==> config.mk <==
export PLATFORM = sky130hd
export DESIGN_NAME = pid_regulator_integral_clamp
export DESIGN_NICKNAME = d
export VERILOG_FILES = /design/src/design/pidc_pkg.sv /design/src/design/pidc_regs.sv /design/src/design/pidc_seq.sv /design/src/design/pidc_datapath.sv /design/src/design/pid_regulator_integral_clamp.sv
export SDC_FILE = /design/constraint.sdc
export NUM_CORES = 2
export LEC_CHECK = 0
export CAP_MARGIN = 5
export CORE_MARGIN = 2
export CORE_UTILIZATION = 30
export CTS_BUF_LIST = sky130_fd_sc_hd__clkbuf_4 sky130_fd_sc_hd__clkbuf_8 sky130_fd_sc_hd__clkbuf_16
export CTS_CLUSTER_SIZE = 25
export DETAILED_ROUTE_END_ITERATION = 10
export DONT_BUFFER_PORTS = 1
export PLACE_DENSITY = 0.42
export SLEW_MARGIN = 20
export SYNTH_ARGS = -nofsm -noshare
export SYNTH_HDL_FRONTEND = slang
export SYNTH_HIERARCHICAL = 1
export SYNTH_SLANG_ARGS = --single-unit
==> constraint.sdc <==
create_clock -name aclk -period 14.4 [get_ports aclk]
set_input_delay 0.72 -clock aclk [delete_from_list [all_inputs] [get_ports aclk]]
set_output_delay 0.72 -clock aclk [all_outputs]
set_load 0.05 [all_outputs]
==> src/design/pidc_pkg.sv <==
// Package for the PID regulator with integral clamp.
// Holds the widths, register map, reset values, configuration and control types.
// Used by every module of the block; depends on nothing.
`default_nettype none

package pidc_pkg;

    localparam int DATA_W   = 32;
    localparam int FRAC_W   = 16;
    localparam int PERIOD_W = 17;
    localparam int ILIM_W   = 31;
    localparam int OP_W     = DATA_W + 1;
    localparam int PROD_W   = 2 * OP_W;
    localparam int SHP_W    = PROD_W - FRAC_W;
    localparam int ACC_W    = SHP_W + 2;

    localparam int S_TDATA_W = 2 * DATA_W;
    localparam int M_TDATA_W = DATA_W;
    localparam int M_TUSER_W = 1;

    localparam int APB_DW   = 32;
    localparam int APB_AW   = 5;
    localparam int REG_IX_W = 3;

    localparam logic [REG_IX_W-1:0] REG_PROP_GAIN  = 3'd0;
    localparam logic [REG_IX_W-1:0] REG_INTEG_GAIN = 3'd1;
    localparam logic [REG_IX_W-1:0] REG_DERIV_GAIN = 3'd2;
    localparam logic [REG_IX_W-1:0] REG_PERIOD     = 3'd3;
    localparam logic [REG_IX_W-1:0] REG_INTEG_LIM  = 3'd4;
    localparam logic [REG_IX_W-1:0] REG_OUT_LIM    = 3'd5;

    localparam logic signed [DATA_W-1:0] RST_PROP_GAIN  = 32'sd65536;
    localparam logic signed [DATA_W-1:0] RST_INTEG_GAIN = 32'sd655;
    localparam logic signed [DATA_W-1:0] RST_DERIV_GAIN = 32'sd131072;
    localparam logic [PERIOD_W-1:0]      RST_PERIOD     = 17'd3277;
    localparam logic [ILIM_W-1:0]        RST_INTEG_LIM  = 31'd29491;
    localparam logic signed [DATA_W-1:0] RST_OUT_LIM    = 32'sd29491;

    localparam logic signed [DATA_W-1:0] DATA_MAX = {1'b0, {(DATA_W-1){1'b1}}};
    localparam logic signed [DATA_W-1:0] DATA_MIN = {1'b1, {(DATA_W-1){1'b0}}};

    typedef struct packed {
        logic signed [DATA_W-1:0] prop_gain;
        logic signed [DATA_W-1:0] integ_gain;
        logic signed [DATA_W-1:0] deriv_gain;
        logic [PERIOD_W-1:0]      sample_period;
        logic [ILIM_W-1:0]        integral_limit;
        logic signed [DATA_W-1:0] output_limit;
    } cfg_t;

    typedef enum logic [1:0] {
        MA_ERR,
        MA_INTEG,
        MA_DIFF
    } mul_a_sel_t;

    typedef enum logic [1:0] {
        MB_PERIOD,
        MB_PROP,
        MB_INTEG,
        MB_DERIV
    } mul_b_sel_t;

    typedef enum logic [1:0] {
        ACC_HOLD,
        ACC_LOAD,
        ACC_ADD
    } acc_op_t;

    typedef enum logic [1:0] {
        SEQ_NEXT,
        SEQ_WAIT_IN,
        SEQ_WAIT_OUT
    } seq_cond_t;

    typedef struct packed {
        logic       mul_en;
        mul_a_sel_t mul_a;
        mul_b_sel_t mul_b;
        acc_op_t    acc_op;
        logic       integ_wr;
        logic       prev_wr;
        logic       err_wr;
        logic       out_wr;
    } ctrl_t;

    typedef struct packed {
        logic out_free;
    } stat_t;

endpackage

`default_nettype wire

==> src/design/pidc_regs.sv <==
// Configuration register file of the PID regulator, written over an APB-style port.
// Depends on pidc_pkg for the register map, reset values and cfg_t.
`default_nettype none

module pidc_regs (
    input  wire logic                         aclk,
    input  wire logic                         aresetn,
    input  wire logic                         psel,
    input  wire logic                         penable,
    input  wire logic                         pwrite,
    input  wire logic [pidc_pkg::APB_AW-1:0]  paddr,
    input  wire logic [pidc_pkg::APB_DW-1:0]  pwdata,
    output logic      [pidc_pkg::APB_DW-1:0]  prdata,
    output logic                              pready,
    output pidc_pkg::cfg_t                    cfg
);
    import pidc_pkg::*;

    cfg_t                cfg_reg;
    logic [REG_IX_W-1:0] reg_ix;
    logic                wr_en;

    assign reg_ix = paddr[APB_AW-1:2];
    assign pready = 1'b1;
    assign wr_en  = psel && penable && pwrite && pready;
    assign cfg    = cfg_reg;

    always_ff @(posedge aclk) begin
        if (!aresetn) begin
            cfg_reg.prop_gain      <= RST_PROP_GAIN;
            cfg_reg.integ_gain     <= RST_INTEG_GAIN;
            cfg_reg.deriv_gain     <= RST_DERIV_GAIN;
            cfg_reg.sample_period  <= RST_PERIOD;
            cfg_reg.integral_limit <= RST_INTEG_LIM;
            cfg_reg.output_limit   <= RST_OUT_LIM;
        end else if (wr_en) begin
            unique case (reg_ix)
                REG_PROP_GAIN:  cfg_reg.prop_gain      <= DATA_W'(pwdata);
                REG_INTEG_GAIN: cfg_reg.integ_gain     <= DATA_W'(pwdata);
                REG_DERIV_GAIN: cfg_reg.deriv_gain     <= DATA_W'(pwdata);
                REG_PERIOD:     cfg_reg.sample_period  <= pwdata[PERIOD_W-1:0];
                REG_INTEG_LIM:  cfg_reg.integral_limit <= pwdata[ILIM_W-1:0];
                REG_OUT_LIM:    cfg_reg.output_limit   <= DATA_W'(pwdata);
                default: ;
            endcase
        end
    end

    always_comb begin
        unique case (reg_ix)
            REG_PROP_GAIN:  prdata = APB_DW'(cfg_reg.prop_gain);
            REG_INTEG_GAIN: prdata = APB_DW'(cfg_reg.integ_gain);
            REG_DERIV_GAIN: prdata = APB_DW'(cfg_reg.deriv_gain);
            REG_PERIOD:     prdata = APB_DW'(cfg_reg.sample_period);
            REG_INTEG_LIM:  prdata = APB_DW'(cfg_reg.integral_limit);
            REG_OUT_LIM:    prdata = APB_DW'(cfg_reg.output_limit);
            default:        prdata = '0;
        endcase
    end

endmodule

`default_nettype wire

==> src/design/pidc_seq.sv <==
// Microcode sequencer of the PID regulator: step counter, control store and jump logic.
// Depends on pidc_pkg for ctrl_t, stat_t and the microcode field codes.
`default_nettype none

module pidc_seq (
    input  wire logic            aclk,
    input  wire logic            aresetn,
    input  wire logic            s_tvalid,
    output logic                 s_tready,
    input  wire pidc_pkg::stat_t stat,
    output pidc_pkg::ctrl_t      ctrl
);
    import pidc_pkg::*;

    localparam int PC_W = 3;
    localparam logic [PC_W-1:0] STEP_IDLE = 3'd0;

    typedef struct packed {
        seq_cond_t cond;
        ctrl_t     ctl;
    } ucode_t;

    function automatic ucode_t ucode_rom(input logic [PC_W-1:0] pc);
        ucode_t w;
        w = '{cond: SEQ_NEXT,
              ctl: '{mul_en: 1'b0, mul_a: MA_ERR, mul_b: MB_PERIOD, acc_op: ACC_HOLD,
                     integ_wr: 1'b0, prev_wr: 1'b0, err_wr: 1'b0, out_wr: 1'b0}};
        case (pc)
            3'd0: begin
                w.cond       = SEQ_WAIT_IN;
                w.ctl.err_wr = 1'b1;
            end
            3'd1: begin
                w.ctl.mul_en = 1'b1;
                w.ctl.mul_a  = MA_ERR;
                w.ctl.mul_b  = MB_PERIOD;
            end
            3'd2: begin
                w.ctl.integ_wr = 1'b1;
                w.ctl.mul_en   = 1'b1;
                w.ctl.mul_a    = MA_ERR;
                w.ctl.mul_b    = MB_PROP;
            end
            3'd3: begin
                w.ctl.acc_op = ACC_LOAD;
                w.ctl.mul_en = 1'b1;
                w.ctl.mul_a  = MA_INTEG;
                w.ctl.mul_b  = MB_INTEG;
            end
            3'd4: begin
                w.ctl.acc_op  = ACC_ADD;
                w.ctl.mul_en  = 1'b1;
                w.ctl.mul_a   = MA_DIFF;
                w.ctl.mul_b   = MB_DERIV;
                w.ctl.prev_wr = 1'b1;
            end
            3'd5: begin
                w.ctl.acc_op = ACC_ADD;
            end
            3'd6: begin
                w.cond       = SEQ_WAIT_OUT;
                w.ctl.out_wr = 1'b1;
            end
            default: begin
                w.cond = SEQ_WAIT_OUT;
            end
        endcase
        return w;
    endfunction

    logic [PC_W-1:0] pc_reg, pc_next;
    ucode_t          word;
    logic            in_accept;

    assign word      = ucode_rom(pc_reg);
    assign s_tready  = (word.cond == SEQ_WAIT_IN);
    assign in_accept = s_tready && s_tvalid;

    always_comb begin
        ctrl        = word.ctl;
        ctrl.err_wr = word.ctl.err_wr && in_accept;
        ctrl.out_wr = word.ctl.out_wr && stat.out_free;
        unique case (word.cond)
            SEQ_NEXT:     pc_next = PC_W'(pc_reg + 1'b1);
            SEQ_WAIT_IN:  pc_next = in_accept ? PC_W'(pc_reg + 1'b1) : pc_reg;
            SEQ_WAIT_OUT: pc_next = stat.out_free ? STEP_IDLE : pc_reg;
            default:      pc_next = STEP_IDLE;
        endcase
    end

    always_ff @(posedge aclk) begin
        if (!aresetn) begin
            pc_reg <= STEP_IDLE;
        end else begin
            pc_reg <= pc_next;
        end
    end

endmodule

`default_nettype wire

==> src/design/pidc_datapath.sv <==
// Datapath of the PID regulator: error, integral and previous-error registers, one shared
// multiplier, the accumulator, the output limiter and the result register.
// Depends on pidc_pkg and is driven by the control word from pidc_seq.
`default_nettype none

module pidc_datapath (
    input  wire logic                            aclk,
    input  wire logic                            aresetn,
    input  wire logic [pidc_pkg::S_TDATA_W-1:0]  s_tdata,
    input  wire pidc_pkg::cfg_t                  cfg,
    input  wire pidc_pkg::ctrl_t                 ctrl,
    output pidc_pkg::stat_t                      stat,
    output logic                                 m_tvalid,
    input  wire logic                            m_tready,
    output logic      [pidc_pkg::M_TDATA_W-1:0]  m_tdata,
    output logic      [pidc_pkg::M_TUSER_W-1:0]  m_tuser
);
    import pidc_pkg::*;

    logic signed [DATA_W-1:0] target, measured;
    logic signed [OP_W-1:0]   in_diff;
    logic signed [DATA_W-1:0] err_sat;

    logic signed [DATA_W-1:0] err_reg, integral_reg, integral_next, prev_reg;
    logic signed [OP_W-1:0]   mul_a, mul_b;
    logic signed [PROD_W-1:0] prod_reg;
    logic signed [SHP_W-1:0]  prod_sh;
    logic signed [ACC_W-1:0]  acc_reg;

    logic signed [ACC_W-1:0]  integ_sum, ilim_pos, ilim_neg;
    logic signed [ACC_W-1:0]  olim, dmax, dmin;
    logic signed [DATA_W-1:0] drive_next;
    logic                     lim_next;

    logic                     out_valid_reg;
    logic signed [DATA_W-1:0] drive_reg;
    logic                     lim_reg;

    assign target   = s_tdata[DATA_W-1:0];
    assign measured = s_tdata[2*DATA_W-1:DATA_W];
    assign in_diff  = OP_W'(target) - OP_W'(measured);

    always_comb begin
        if (in_diff[OP_W-1] != in_diff[OP_W-2]) begin
            err_sat = in_diff[OP_W-1] ? DATA_MIN : DATA_MAX;
        end else begin
            err_sat = DATA_W'(in_diff);
        end
    end

    always_comb begin
        unique case (ctrl.mul_a)
            MA_ERR:   mul_a = OP_W'(err_reg);
            MA_INTEG: mul_a = OP_W'(integral_reg);
            MA_DIFF:  mul_a = OP_W'(err_reg) - OP_W'(prev_reg);
            default:  mul_a = '0;
        endcase
        unique case (ctrl.mul_b)
            MB_PERIOD: mul_b = $signed({{(OP_W-PERIOD_W){1'b0}}, cfg.sample_period});
            MB_PROP:   mul_b = OP_W'(cfg.prop_gain);
            MB_INTEG:  mul_b = OP_W'(cfg.integ_gain);
            MB_DERIV:  mul_b = OP_W'(cfg.deriv_gain);
            default:   mul_b = '0;
        endcase
    end

    assign prod_sh = prod_reg[PROD_W-1:FRAC_W];

    always_comb begin
        integ_sum = ACC_W'(integral_reg) + ACC_W'(prod_sh);
        ilim_pos  = $signed({{(ACC_W-ILIM_W){1'b0}}, cfg.integral_limit});
        ilim_neg  = -ilim_pos;
        if (integ_sum > ilim_pos) begin
            integral_next = DATA_W'(ilim_pos);
        end else if (integ_sum < ilim_neg) begin
            integral_next = DATA_W'(ilim_neg);
        end else begin
            integral_next = DATA_W'(integ_sum);
        end
    end

    always_comb begin
        olim       = ACC_W'(cfg.output_limit);
        dmax       = ACC_W'(DATA_MAX);
        dmin       = ACC_W'(DATA_MIN);
        drive_next = DATA_W'(acc_reg);
        lim_next   = 1'b0;
        if (acc_reg > olim) begin
            drive_next = cfg.output_limit;
            lim_next   = 1'b1;
        end else if (acc_reg > dmax) begin
            drive_next = DATA_MAX;
            lim_next   = 1'b1;
        end else if (acc_reg < dmin) begin
            drive_next = DATA_MIN;
            lim_next   = 1'b1;
        end
    end

    always_ff @(posedge aclk) begin
        if (!aresetn) begin
            integral_reg <= '0;
            prev_reg     <= '0;
        end else begin
            if (ctrl.integ_wr) begin
                integral_reg <= integral_next;
            end
            if (ctrl.prev_wr) begin
                prev_reg <= err_reg;
            end
        end
    end

    always_ff @(posedge aclk) begin
        if (ctrl.err_wr) begin
            err_reg <= err_sat;
        end
        if (ctrl.mul_en) begin
            prod_reg <= mul_a * mul_b;
        end
        case (ctrl.acc_op)
            ACC_LOAD: acc_reg <= ACC_W'(prod_sh);
            ACC_ADD:  acc_reg <= acc_reg + ACC_W'(prod_sh);
            default:  acc_reg <= acc_reg;
        endcase
        if (ctrl.out_wr) begin
            drive_reg <= drive_next;
            lim_reg   <= lim_next;
        end
    end

    always_ff @(posedge aclk) begin
        if (!aresetn) begin
            out_valid_reg <= 1'b0;
        end else if (ctrl.out_wr) begin
            out_valid_reg <= 1'b1;
        end else if (m_tready) begin
            out_valid_reg <= 1'b0;
        end
    end

    assign stat.out_free = !out_valid_reg || m_tready;
    assign m_tvalid      = out_valid_reg;
    assign m_tdata       = M_TDATA_W'(drive_reg);
    assign m_tuser       = M_TUSER_W'(lim_reg);

    a_no_overwrite: assert property (@(posedge aclk) disable iff (!aresetn)
        ctrl.out_wr |-> (!out_valid_reg || m_tready))
        else $error("result register loaded while a result was still waiting");

    a_unlimited_below: assert property (@(posedge aclk) disable iff (!aresetn)
        (out_valid_reg && !lim_reg) |-> (drive_reg <= cfg.output_limit))
        else $error("unflagged drive above the output limit");

    a_limited_value: assert property (@(posedge aclk) disable iff (!aresetn)
        (out_valid_reg && lim_reg) |-> (drive_reg == cfg.output_limit || drive_reg == DATA_MIN))
        else $error("flagged drive is neither the output limit nor the negative bound");

    a_acc_after_integ: assert property (@(posedge aclk) disable iff (!aresetn)
        (ctrl.acc_op == ACC_LOAD) |-> $past(ctrl.integ_wr))
        else $error("drive accumulation started before the integral update");

endmodule

`default_nettype wire

==> src/design/pid_regulator_integral_clamp.sv <==
// Top level of the PID regulator with integral clamp.
// Instantiates pidc_regs, pidc_seq and pidc_datapath; depends on pidc_pkg.
//
// Each request on the input stream is one control tick carrying target and measured values
// in signed Q16.16; it yields exactly one result carrying the drive and a limit flag. The
// block works on one tick at a time: a request is taken in the sequencer's wait step and its
// result is loaded into the output register in the last microcode step, once the output
// register is free; only then does the block take a new request. The microcode program runs
// the one shared 33 by 33 bit multiplier four times per tick (integral step, then the
// proportional, integral and derivative terms). While a result waits in the output register
// the next tick is already accepted and computed. Configuration registers sit at byte
// addresses 4*i and are to be written only while the block is idle.
`default_nettype none

module pid_regulator_integral_clamp (
    input  wire logic                            aclk,
    input  wire logic                            aresetn,
    input  wire logic                            s_tvalid,
    output logic                                 s_tready,
    // s_tdata fields from bit 0 up: target[31:0], measured[63:32].
    input  wire logic [pidc_pkg::S_TDATA_W-1:0]  s_tdata,
    output logic                                 m_tvalid,
    input  wire logic                            m_tready,
    // m_tdata fields from bit 0 up: drive[31:0].
    output logic      [pidc_pkg::M_TDATA_W-1:0]  m_tdata,
    // m_tuser fields from bit 0 up: limited[0].
    output logic      [pidc_pkg::M_TUSER_W-1:0]  m_tuser,
    input  wire logic                            psel,
    input  wire logic                            penable,
    input  wire logic                            pwrite,
    input  wire logic [pidc_pkg::APB_AW-1:0]     paddr,
    input  wire logic [pidc_pkg::APB_DW-1:0]     pwdata,
    output logic      [pidc_pkg::APB_DW-1:0]     prdata,
    output logic                                 pready
);
    import pidc_pkg::*;

    cfg_t  cfg;
    ctrl_t ctrl;
    stat_t stat;

    pidc_regs u_regs (
        .aclk    (aclk),
        .aresetn (aresetn),
        .psel    (psel),
        .penable (penable),
        .pwrite  (pwrite),
        .paddr   (paddr),
        .pwdata  (pwdata),
        .prdata  (prdata),
        .pready  (pready),
        .cfg     (cfg)
    );

    pidc_seq u_seq (
        .aclk     (aclk),
        .aresetn  (aresetn),
        .s_tvalid (s_tvalid),
        .s_tready (s_tready),
        .stat     (stat),
        .ctrl     (ctrl)
    );

    pidc_datapath u_datapath (
        .aclk     (aclk),
        .aresetn  (aresetn),
        .s_tdata  (s_tdata),
        .cfg      (cfg),
        .ctrl     (ctrl),
        .stat     (stat),
        .m_tvalid (m_tvalid),
        .m_tready (m_tready),
        .m_tdata  (m_tdata),
        .m_tuser  (m_tuser)
    );

endmodule

`default_nettype wire
==> out/metrics.yaml <==
sta:
  slew_headroom: 0.198
  final_max_slew_viol_count: 0
  clock.fmax_mhz: 76.4
  finalCritPeriodShare: 0.909
  tns_ns: 0
  skew_ns: 0.0343
  finalSetupViolCount: 0
  worst_pin_slew_ns: 1.20
  period_needed_ns: 13.09
  rsz0062_at_grt: "false"
  hold_viol_final: 0
synth:
  synth.avg_cell_area_um2: 8.94
  synth_edf_count: 167
  yosysWarnings: 6
  yosysSeqAreaShare: 0.143
  synthFlopType: "dfxtp_1"
  synthCells: 7744
  yosysUniqueCellTypes: 102
  synthArstFlopShare: 0
  syn_nets: 9519
  ys_seq_elements: 411
  synth_area_mm2: 0.0692
cells_and_area:
  final_cell_mix: "1402 x inv_1, 1149 x fa_1, 973 x nand2_1, 668 x nor2_1, 517 x ha_1"
  nets: 9349
  final_common_cell: "inv_1"
  nFillCells: 24000
  post-route-util: 0.325
  syn_to_final_growth_pct: 7.91
  largest_register_ffs: 176
  layout-drive-gt1-share: 0.0655
routing:
  drc: 0
  detail-route-antenna-nets: 0
  drtIter0Drc: 3765
  num_vias: 54300
  wl_per_cell_um: 24.8
  drt_pass1_iterations: 5
  finalWirelength_um: 264000
  viasPerCell: 5.11
floorplanning:
  io_pins: 176
  design.core.area_mm2: 0.230
  start_util: 0.301
  die_area_mm2: 0.235
  std_cell_rows: 176
  die_y_um: 484
  die_w_um: 484
worst_setup_path:
  cpMaxStageDelayCell: "a311oi_1"
  crit_fanout: 8
  critPathLaunchType: "flop"
  cpMostUsedCell: "fa_1"
  critPathMaxStageDelay_ns: 1.07
  cp_top_family: "adder cells"
  cp.arrival_ns: 13.47
  path_class: "flop to flop"
  critical_path_buf_inv_count: 4
  end_kind: "flop"
  cp.required_ns: 14.78
clock_tree:
  cts_resized: 0
  cts_inserted_buffers: 48
  cts_max_level: 2
  postCtsHoldBufs: 0
  cts_tree: "yes"
  cts_buffer_depth: 3
  cts_sinks: 411
  root_buffer: "clkbuf_16"
  cts_setup_buffers: 0
  clk_pin_slew_ns: 0.07
  clk_latency_ns: 0.65
global_routing:
  use_met3: 0.0277
  grt_util_all_layers: 0.224
  met2_usage: 0.359
  antenna_found_initial: 7
  use_met1: 0.314
  grt_pass1_wl_um: 389000
  grt_max_degree: 267
  grt.overflow.total: 0
  busiest_layer: "met2"
  grt_pass1_vias: 56900
run_status:
  status: "completed"
placement:
  gp_congestion: 0.891
  hpwl_um: 208000
  port_buffers: 0
run:
  maxCapViolations: 0
worst_hold_path:
  hold_path_class: "input pin to flop"
[Yosys cell counts (all sizes together), types with 17 or more instances]
cell	n	share of area
inv	1404	0.076
fa	1149	0.33
nand2	974	0.053
nor2	672	0.037
ha	518	0.094
clkbuf	314	0.017
mux2i	306	0.044
a21oi	262	0.019
dfxtp	244	0.071
o21ai	240	0.018
edfxtp	167	0.072
xnor2	162	0.020
a21o	125	0.014
mux2	103	0.017
nand3	92	0.0067
nand4	86	0.0079
o21a	71	0.0077
xor2	71	0.0090
buf	69	0.0065
nor2b	52	0.0047
nor3	44	0.0032
o211ai	44	0.0048
a22oi	41	0.0044
nor4	39	0.0038
a21boi	35	0.0038
o311ai	35	0.0065
and2	34	0.0031
nand2b	33	0.0031
a211oi	32	0.0037
o21bai	31	0.0034
a31oi	27	0.0024
and3	23	0.0021
o31ai	22	0.0025
a221oi	19	0.0025
or2	17	0.0015
[final timing paths]
check,cells past startpoint,slack (ns),to,from
worst min register to register,2,0.47,u_regs/cfg[106]$_SDFFE_PN0P_,u_regs/cfg[106]$_SDFFE_PN0P_
worst max register to register,36,1.31,u_datapath/prod_reg[60]$_DFFE_PP_,u_datapath/err_reg[0]$_DFFE_PP_
worst max-delay path,36,1.31,u_datapath/prod_reg[60]$_DFFE_PP_,u_datapath/err_reg[0]$_DFFE_PP_
worst min-delay path,2,0.26,u_regs/cfg[73]$_SDFFE_PN1P_,pwdata[10]
[cell families (layout without fill, tap and decap cells)]
group / Yosys count / count (layout) / synth area share
muxes: 411 / 411 / 0.0617
buffers and inverters: 1790 / 1660 / 0.0998
xor gates and xnor gates: 233 / 233 / 0.0295
AOI/OAI and AO/OA: 1106 / 1106 / 0.107
and+or+nand+nor: 2119 / 2119 / 0.132
other: 1 / 2 / 0.0000542
DFF: 411 / 411 / 0.143
adders and majority gates: 1673 / 1673 / 0.427
[cell type report]
class                      count  area (um^2)  share of cell area
multi-input combinational   5543        52800               0.707
sequential                   411         9900               0.133
inverter                    1407         5280              0.0707
tap                         3026         3790              0.0507
clock buffer                  65         1370              0.0184
timing repair buffer         163         1230              0.0165
clock inverter                25          280             0.00375
antenna                        1         2.50           0.0000335
[per-stage QoR]
stage / setup slack [ns] / instances / cell area, um^2 / hold WS, ns
final: 1.31 / 10600 / 74700 / 0.256
after global routing: 0.836 / 10600 / 74700 / 0.234
after CTS: 1.38 / 10600 / 74700 / 0.192
after detailed placement: 1.43 / 10600 / 73000 / 0.461
after global placement: 1.49 / 10500 / 73000 / 0.451
after floorplan: 2.52 / 7744 / 69200 / 0.441
[layer usage]
metal	wire length, um	vias up
li1	-	24500
met1	122000	28000
met2	120000	1594
met3	14300	295
met4	8630	0
met5	0	-
Power is left out: the tool's default activity adds up to more than one toggle a clock period on the data nets, which glitch-free logic cannot reach.
